===== config.mk =====
export PLATFORM = sky130hd
export DESIGN_NAME = xor_checked_frame_receiver_core
export DESIGN_NICKNAME = d
export VERILOG_FILES = /design/src/sv/xcfr_pkg.sv /design/src/sv/xcfr_parser.sv /design/src/sv/xor_checked_frame_receiver_core.sv
export SDC_FILE = /design/constraint.sdc
export NUM_CORES = 1
export LEC_CHECK = 0
export BUFFER_PORTS_ARGS = -buffer_cell sky130_fd_sc_hd__buf_2
export CAP_MARGIN = 5
export CORE_MARGIN = 3
export CORE_UTILIZATION = 25
export CTS_BUF_LIST = sky130_fd_sc_hd__clkbuf_16
export CTS_CLUSTER_SIZE = 12
export DETAILED_ROUTE_END_ITERATION = 8
export PLACE_DENSITY = 0.41
export RECOVER_POWER = 100
export SYNTH_ARGS = -nofsm -noshare
export SYNTH_HDL_FRONTEND = slang
export SYNTH_SLANG_ARGS = --single-unit

===== constraint.sdc =====
create_clock -name clk -period 3.5 [get_ports clk]
set_clock_uncertainty 0.1 [all_clocks]
set_input_delay 0.7 -clock clk [delete_from_list [all_inputs] [get_ports clk]]
set_output_delay 0.7 -clock clk [all_outputs]
set_load 0.005 [all_outputs]

===== src/sv/xcfr_pkg.sv =====
`default_nettype none

package xcfr_pkg;

  localparam int unsigned BYTE_W = 8;

  // Parser phase codes
  localparam logic [1:0] PH_HUNT = 2'd0;
  localparam logic [1:0] PH_LEN  = 2'd1;
  localparam logic [1:0] PH_CMD  = 2'd2;
  localparam logic [1:0] PH_BODY = 2'd3;

  // Fixed bytes of the error reply
  localparam logic [BYTE_W-1:0] REPLY_LEN = 8'h02;
  localparam logic [BYTE_W-1:0] REPLY_PAD = 8'h00;

  // Beats of the error reply, in transmit order
  localparam int unsigned BEAT_W = 3;
  localparam logic [BEAT_W-1:0] BEAT_START = 3'd0;
  localparam logic [BEAT_W-1:0] BEAT_LEN   = 3'd1;
  localparam logic [BEAT_W-1:0] BEAT_CODE  = 3'd2;
  localparam logic [BEAT_W-1:0] BEAT_PAD   = 3'd3;
  localparam logic [BEAT_W-1:0] BEAT_SUM   = 3'd4;

  // Configuration register indexes
  localparam int unsigned CFG_INDEX_W = 1;
  localparam logic [CFG_INDEX_W-1:0] REG_START_MARKER = 1'b0;
  localparam logic [CFG_INDEX_W-1:0] REG_ERROR_CODE   = 1'b1;

  // What one received byte leaves for the output stage
  typedef struct packed {
    logic              valid;
    logic              is_error;
    logic [BYTE_W-1:0] command;
    logic [BYTE_W-1:0] data_high;
    logic [BYTE_W-1:0] data_low;
  } xcfr_event_t;

endpackage

`default_nettype wire


===== src/sv/xcfr_parser.sv =====
`default_nettype none

module xcfr_parser
  import xcfr_pkg::*;
(
  input  wire logic              clk,
  input  wire logic              rst,
  input  wire logic              take,
  input  wire logic [BYTE_W-1:0] rx_byte,
  input  wire logic [BYTE_W-1:0] start_marker,
  output xcfr_event_t            evt
);

  logic [1:0]        phase, phase_next;
  logic [BYTE_W-1:0] remaining, remaining_next;
  logic [BYTE_W-1:0] held_command, held_command_next;
  logic [BYTE_W-1:0] held_high, held_high_next;
  logic [BYTE_W-1:0] held_low, held_low_next;
  logic [BYTE_W-1:0] running_xor, running_xor_next;

  // Decode one byte against the current phase
  always_comb begin
    phase_next        = phase;
    remaining_next    = remaining;
    held_command_next = held_command;
    held_high_next    = held_high;
    held_low_next     = held_low;
    running_xor_next  = running_xor;
    evt               = '0;
    case (phase)
      PH_HUNT: begin
        if (rx_byte == start_marker) begin
          phase_next = PH_LEN;
        end
      end
      PH_LEN: begin
        remaining_next   = rx_byte;
        running_xor_next = running_xor ^ rx_byte;
        phase_next       = PH_CMD;
      end
      PH_CMD: begin
        held_command_next = rx_byte;
        remaining_next    = remaining - 8'd1;
        running_xor_next  = running_xor ^ rx_byte;
        phase_next        = PH_BODY;
      end
      default: begin
        if (remaining == 8'd2) begin
          held_high_next   = rx_byte;
          remaining_next   = 8'd1;
          running_xor_next = running_xor ^ rx_byte;
        end else if (remaining == 8'd1) begin
          held_low_next    = rx_byte;
          remaining_next   = 8'd0;
          running_xor_next = running_xor ^ rx_byte;
        end else begin
          // Checksum byte, or a count too large: either way restart
          evt.valid = 1'b1;
          if (remaining != 8'd0 || rx_byte != running_xor) begin
            evt.is_error = 1'b1;
          end else begin
            evt.command   = held_command;
            evt.data_high = held_high;
            evt.data_low  = held_low;
          end
          phase_next        = PH_HUNT;
          remaining_next    = '0;
          held_command_next = '0;
          held_high_next    = '0;
          held_low_next     = '0;
          running_xor_next  = '0;
        end
      end
    endcase
    if (!take) begin
      evt.valid = 1'b0;
    end
  end

  // Advance parser state on each taken byte
  always_ff @(posedge clk) begin
    if (rst) begin
      phase        <= PH_HUNT;
      remaining    <= '0;
      held_command <= '0;
      held_high    <= '0;
      held_low     <= '0;
      running_xor  <= '0;
    end else if (take) begin
      phase        <= phase_next;
      remaining    <= remaining_next;
      held_command <= held_command_next;
      held_high    <= held_high_next;
      held_low     <= held_low_next;
      running_xor  <= running_xor_next;
    end
  end

endmodule

`default_nettype wire


===== src/sv/xor_checked_frame_receiver_core.sv =====
`default_nettype none

// Frame receiver with XOR checksum. Received bytes enter on s_axis one per cycle
// unless held off; the parser hunts for start_marker, then takes a length byte,
// a command byte, up to two data bytes (high first) and a checksum equal to the
// XOR of length, command and data. A good frame yields one item on m_axis (tuser 0)
// carrying command and data; a bad checksum or a length byte of 0 or above 3 yields
// five items (tuser 1) carrying the error reply bytes start_marker, 2, error_code,
// 0, checksum, with tlast on the fifth. Input is held off only while a result still
// waits in the single output register, so an error reply blocks input until its
// fifth beat is taken. The user must write configuration through
// cfg_we/cfg_index/cfg_data only while idle; the block does not enforce this.
module xor_checked_frame_receiver_core
  import xcfr_pkg::*;
(
  input  wire logic                   clk,
  input  wire logic                   rst,
  input  wire logic                   s_axis_tvalid,
  output      logic                   s_axis_tready,
  input  wire logic [7:0]             s_axis_tdata,  // rx_byte[7:0]
  output      logic                   m_axis_tvalid,
  input  wire logic                   m_axis_tready,
  // frame_command[7:0], frame_data_high[15:8], frame_data_low[23:16], tx_byte[31:24]
  output      logic [31:0]            m_axis_tdata,
  output      logic                   m_axis_tuser,  // kind
  output      logic                   m_axis_tlast,
  input  wire logic                   cfg_we,
  input  wire logic [CFG_INDEX_W-1:0] cfg_index,
  input  wire logic [BYTE_W-1:0]      cfg_data
);

  logic [BYTE_W-1:0] start_marker;
  logic [BYTE_W-1:0] error_code;
  xcfr_event_t       evt;
  logic              take;
  logic              last_beat;
  logic              drain;

  logic              kind;
  logic [BEAT_W-1:0] beat;
  logic [BYTE_W-1:0] out_command;
  logic [BYTE_W-1:0] out_high;
  logic [BYTE_W-1:0] out_low;
  logic [BYTE_W-1:0] tx_byte;

  // Configuration registers
  always_ff @(posedge clk) begin
    if (rst) begin
      start_marker <= '0;
      error_code   <= '0;
    end else if (cfg_we) begin
      case (cfg_index)
        REG_START_MARKER: start_marker <= cfg_data;
        REG_ERROR_CODE:   error_code   <= cfg_data;
        default: ;
      endcase
    end
  end

  // Take a byte when the output register is free or empties this cycle
  assign last_beat     = !kind || (beat == BEAT_SUM);
  assign drain         = m_axis_tvalid && m_axis_tready && last_beat;
  assign s_axis_tready = !m_axis_tvalid || drain;
  assign take          = s_axis_tvalid && s_axis_tready;

  xcfr_parser u_parser (
    .clk          (clk),
    .rst          (rst),
    .take         (take),
    .rx_byte      (s_axis_tdata),
    .start_marker (start_marker),
    .evt          (evt)
  );

  // Output register: load an event, step through the reply beats
  always_ff @(posedge clk) begin
    if (rst) begin
      m_axis_tvalid <= 1'b0;
      kind          <= 1'b0;
      beat          <= BEAT_START;
    end else if (evt.valid) begin
      m_axis_tvalid <= 1'b1;
      kind          <= evt.is_error;
      beat          <= BEAT_START;
    end else if (m_axis_tvalid && m_axis_tready) begin
      if (last_beat) begin
        m_axis_tvalid <= 1'b0;
      end else begin
        beat <= beat + 3'd1;
      end
    end
  end

  // Hold frame payload
  always_ff @(posedge clk) begin
    if (evt.valid) begin
      out_command <= evt.command;
      out_high    <= evt.data_high;
      out_low     <= evt.data_low;
    end
  end

  // Select the reply byte for the current beat
  always_comb begin
    tx_byte = '0;
    if (kind) begin
      case (beat)
        BEAT_START: tx_byte = start_marker;
        BEAT_LEN:   tx_byte = REPLY_LEN;
        BEAT_CODE:  tx_byte = error_code;
        BEAT_PAD:   tx_byte = REPLY_PAD;
        BEAT_SUM:   tx_byte = REPLY_LEN ^ error_code ^ REPLY_PAD;
        default:    tx_byte = '0;
      endcase
    end
  end

  assign m_axis_tdata = {tx_byte, out_low, out_high, out_command};
  assign m_axis_tuser = kind;
  assign m_axis_tlast = last_beat;

endmodule

`default_nettype wire

; After elaboration in Yosys (flattened, before gate mapping)
; Index checks and enable logic that the tools add are counted.
[word_totals]
reg_bits = 87
word_cells = 91
[classes]
addsub = 2
n_eq_ne = 15
muxes = 25
n_bitwise = 8
reduce_logical = 27
[ops]
columns = op, count
row1 = $mux W26, 3
row2 = $mux W8, 7
row3 = $pmux W8 S2, 2
row4 = $pmux W8 S4, 1
row5 = $mux W24, 1
row6 = $pmux W8 S3, 1
row7 = $reduce_and A2 Y1, 5
row8 = $eq A8 B1 Y1 const B, 1
row9 = $eq A8 B2 Y1 const B, 1
row10 = $eq A8 B8 Y1, 1
row11 = $ne A4 B4 Y1 const B, 2
row12 = $ne A8 B8 Y1, 1
row13 = $reduce_and A4 Y1, 2
row14 = $reduce_bool A8 Y1, 1
row15 = $sub A8 B1 Y8 const B, 1
row16 = $xor A8 B8 Y8, 1
row17 = $not A1 Y1, 7
row18 = $mux W1, 6
row19 = $mux W2, 3
row20 = $pmux W2 S3, 1
row21 = $reduce_and A3 Y1, 2
row22 = $reduce_or A2 Y1, 3
row23 = $reduce_or A6 Y1, 1
row24 = $ne A2 B1 Y1 const B, 2
row25 = 14 further kinds, 21

; Longest topological paths before layout
[depth]
word_depth = 9
mapped_depth = 9
mapped_depth_nobuf = 7

; By module
; From an unflattened synthesis, not the netlist that was laid out.
[unflattened]
hier_cells = 437
hier_area_um2 = 4098.9
[by_module_without_submodules]
columns = mod, n_inst, cells_each, area_per_inst_um2, seq_area_each_um2
row1 = xcfr_parser, 1, 280, 2293.4, 840.8
row2 = xor_checked_frame_receiver_core, 1, 157, 1805.5, 1141.1

; Worst setup path before layout
; No wires, ideal clock.
[synth_path]
path_type = reg2reg
startpoint = reg beat[0]
endpoint = reg out_command[0] (enable)
setup_ns = 0.412
t_arrival_ns = 2.256
required_time_ns = 2.988
slack_ns = 0.732
stages_incl_launch_ff = 7
n_path_buf = 1
cell_sequence = dfxtp_1 > inv_1 > ha_1 > buf_2 > and2_1 > o2111ai_1 > nor2_1
[synth_lines]
columns = element, line
row1 = "start, declared", xor_checked_frame_receiver_core.sv:40  ; logic [BEAT_W-1:0] beat;
row2 = "start signal, assigned", xor_checked_frame_receiver_core.sv:89  ; beat <= beat + 3'd1;
row3 = "end signal, assigned", xor_checked_frame_receiver_core.sv:97  ; out_command <= evt.command;
row4 = "end, declared", xor_checked_frame_receiver_core.sv:41  ; logic [BYTE_W-1:0] out_command;

; Final worst setup path
[layout_path]
startpoint = reg u_parser.remaining[2]
endpoint = reg out_high[0], data pin
[layout_between]
elab_chain_cells = 3
[layout_rtl]
columns = element, line
row1 = "start, declared", xcfr_parser.sv:15  ; logic [BYTE_W-1:0] remaining, remaining_next;
row2 = "start signal, assigned", xcfr_parser.sv:91  ; remaining <= remaining_next;
row3 = $reduce_bool A8 Y1, xcfr_parser.sv:59  ; if (remaining != 8'd0 || rx_byte != running_xor) begin
row4 = $logic_or A1 B1 Y1, xcfr_parser.sv:59
row5 = $reduce_or A6 Y1 (no source line) *, --
row6 = "end signal, assigned", xor_checked_frame_receiver_core.sv:98  ; out_high <= evt.data_high;
row7 = "end, declared", xor_checked_frame_receiver_core.sv:42  ; logic [BYTE_W-1:0] out_high;
; Mark *: on every way between the ends. The rest lies on a longest branch, timed or not.
; A chain may end at the register's enable or synchronous reset.

==> flow_summary.json <==
{
  "dominantRegCellSynth": "dfxtp_1",
  "critical_path.top_delay_family": "simple AND/OR/NAND/NOR gates",
  "dpl_worst_slack_ps": 714.8,
  "cts_root_buf": "clkbuf_16",
  "synth.top_cells.by_count": "63 x dfxtp_1, 53 x nand2_1, 38 x a21oi_1",
  "yosys_register_bits": 87,
  "finalMaxSlewViolations": 0,
  "r2r_start": "u_parser.remaining[2]",
  "initial_utilization": 0.2575,
  "cts_buffer_depth": 2,
  "synth_top_cells_by_area": "dfxtp_1 31%, edfxtp_1 17%, and2_1 5.0%, nand2_1 4.8%, a21oi_1 4.6%",
  "post_cts_resize_count": 0,
  "crit_required_ps": 3600,
  "hpwl_mm": 7.545,
  "worstPathCellList": "or4_4 -> nor3_2 -> nand4_2 -> nor3b_2 -> and2_0",
  "holdBufCountCts": 0,
  "grt_util_all_layers": 0.1219,
  "grt_first_pass_wirelength_mm": 17.19,
  "postRouteAntennaNets": 0,
  "clk-insertion-delay-late_ps": 340,
  "drc": 0,
  "tritoncts": "built",
  "synthesis.instances": 435,
  "ratio_of_total_power_to_cell_area_nw_per_um2": 446.7,
  "seqCellArea_um2": 1982,
  "critPathLaunch": "u_parser.remaining[2]",
  "die_w_um": 134.4,
  "layout-area-overhead-vs-synth_pct": 17.07,
  "crit_type": "reg2reg",
  "final-setup-viol-count": 0,
  "multiInputGateArea_um2": 1919,
  "netlist_area_um2": 4120,
  "final_core_utilization": 0.3015,
  "syn_area_per_cell_um2": 9.472,
  "holdCritStartpoint": "error_code[0]",
  "fillers": 1736,
  "cts.reportedPaths.clkPinSlew_ps": 60,
  "route.detailed.vias_per_inst": 4.536,
  "core.rowCount": 46,
  "antenna_found_initial": 0,
  "placement.io_buffers": 57,
  "crit_slowest_cell": "nor3b_2",
  "post-synth-top-count-cell": "dfxtp_1",
  "drt_first_iter_violations": 131,
  "syn-num-nets": 469,
  "startpoint_type": "flip-flop",
  "max_slew.worst_pin.slew_ps": 1292,
  "synth.largest_area_cell": "dfxtp_1",
  "post_cts_buffers": 0,
  "critical_path_buf_inv_count": 0,
  "wl_final_mm": 10.71,
  "leakage_power_uw": 0.001738,
  "setup_tns_ps": 0,
  "synthArstFlopShare": 0,
  "number_of_enable_type_register_cells_in_the_synthesized_netlist": 24,
  "post-route-period-util": 0.8558,
  "nets": 513,
  "cp_slowest_stage_delay_ps": 990,
  "cap_violations": 0,
  "grt_max_degree": 28,
  "cp.arrival_ps": 3090,
  "vias": 3175,
  "pin_count": 58,
  "detail_route.first_pass.iterations": 4,
  "outcome": "finished, final reports clean",
  "rsz0062_at_grt": "false",
  "cts-buffers-inserted": 9,
  "timing.critical_path.to_type": "flip-flop",
  "antenna_cells": 0,
  "peakVddDrop_mv": 0.2200,
  "seq_area_frac_synth": 0.4810,
  "die_area_um2": 18060,
  "first_global_vias": 3192,
  "yosys.cell_types.count": 46,
  "synthesis.yosys.warnings": 0,
  "final_critical_path_setup_slack_ps": 504.7,
  "detail_route.wl_per_cell_um": 15.30,
  "slew-limit-headroom": 0.1388,
  "timing.hold.worst.class": "reg2reg",
  "min_period_ps": 2995,
  "crit_fanout": 24,
  "maxClockFrequency_mhz": 333.9,
  "synthDominantCellAreaShare": 0.3061,
  "finalWeightedCongestion": 0.8000,
  "floorplan.die.height_um": 134.4,
  "gr-total-overflow": 0,
  "drive_gt1_frac": 0.1178,
  "cts_max_level": 3,
  "placeableCoreArea_um2": 16000,
  "finalHoldViolations": 0,
  "clock_sinks": 87
}
[layer usage]
layer,up-vias,part of all wire,GRT usage
met5,-,0,0
met4,0,0.024,0.05430
met3,17,0.040,0.02776
met2,54,0.48,0.2061
met1,1501,0.46,0.1481
li1,1603,-,-
[worst min-delay path, cell delays in order (launching register included)]
cell	delay, ps
dfxtp_1	310
nand2_1	50
a21oi_1	50
[cells in the final DEF, fill, tap and decap left out, types with 6 or more instances in the layout]
master	instances
nand3b_1	8
nand2_1	53
buf_2	33
o21ai_0	17
mux2i_1	12
clkbuf_16	9
xor2_1	17
a22oi_1	8
ha_1	12
a22o_1	16
dfxtp_1	63
nor3_1	6
and2_1	22
nor2_1	28
inv_1	18
nand3_1	14
clkbuf_1	24
and2_0	12
edfxtp_1	24
a21oi_1	38
[flip-flops by register name, summed over array words and instances, names as in the netlist]
register and count:
u_parser.held_low 8, out_high 8, out_low 8, m_axis_tvalid 1, out_command 8, error_code 8, m_axis_tuser 1, u_parser.running_xor 8
u_parser.remaining 8, u_parser.held_high 8, u_parser.phase 2, start_marker 8, u_parser.held_command 8, beat 3
[per-stage QoR]
stage | instances | hold slack, ps | instance area (um2) | total power [uW]
finish | 700 | 360.8 | 4823 | 2155
global placement | 684 | 343.7 | 4573 | 1153
detailed placement | 684 | 351.3 | 4573 | 1153
global route | 700 | 383.2 | 4823 | 2229
floorplan | 435 | 336.8 | 4120 | 1118
CTS | 700 | 360.7 | 4888 | 2186
[area by class of cell]
class | instances | share of cell area
Sequential cell | 87 | 0.4109
Multi-Input combinational cell | 304 | 0.3979
Timing Repair Buffer | 60 | 0.05655
Tap cell | 216 | 0.05603
Clock buffer | 9 | 0.04669
Clock inverter | 7 | 0.01868
Inverter | 17 | 0.01323
[report_power, final]
part	switching (uW)	internal, uW	leakage [uW]	total [uW]
Sequential	7.73	1040	0.000750	1040
Clock	405	622	0.000157	1030
Combinational	58.3	25.7	0.000831	84.0
Total	471	1680	0.00174	2150
[worst paths after layout]
| kind | slack [ps] | end | depth (start not counted) |
|---|---|---|---|
| worst max-delay path | 500 | out_high[0] | 5 |
| worst min-delay path | 360 | error_code[0] | 2 |
| worst max register to register | 500 | out_high[0] | 5 |
| worst min register to register | 360 | error_code[0] | 2 |
[logic make-up (layout without fill, tap and decap cells)]
kind of cell,after synthesis,in the layout,share of synthesized area
buffers and inverters,44,93,0.04646
xor gates and xnor gates,22,22,0.04676
DFF,87,87,0.4810
adders and majority gates,12,12,0.03644
muxes,12,12,0.02915
and+or+nand+nor,162,162,0.2080
AOI/OAI and AO/OA,96,96,0.1521
Power figures use the tool's default switching activity.
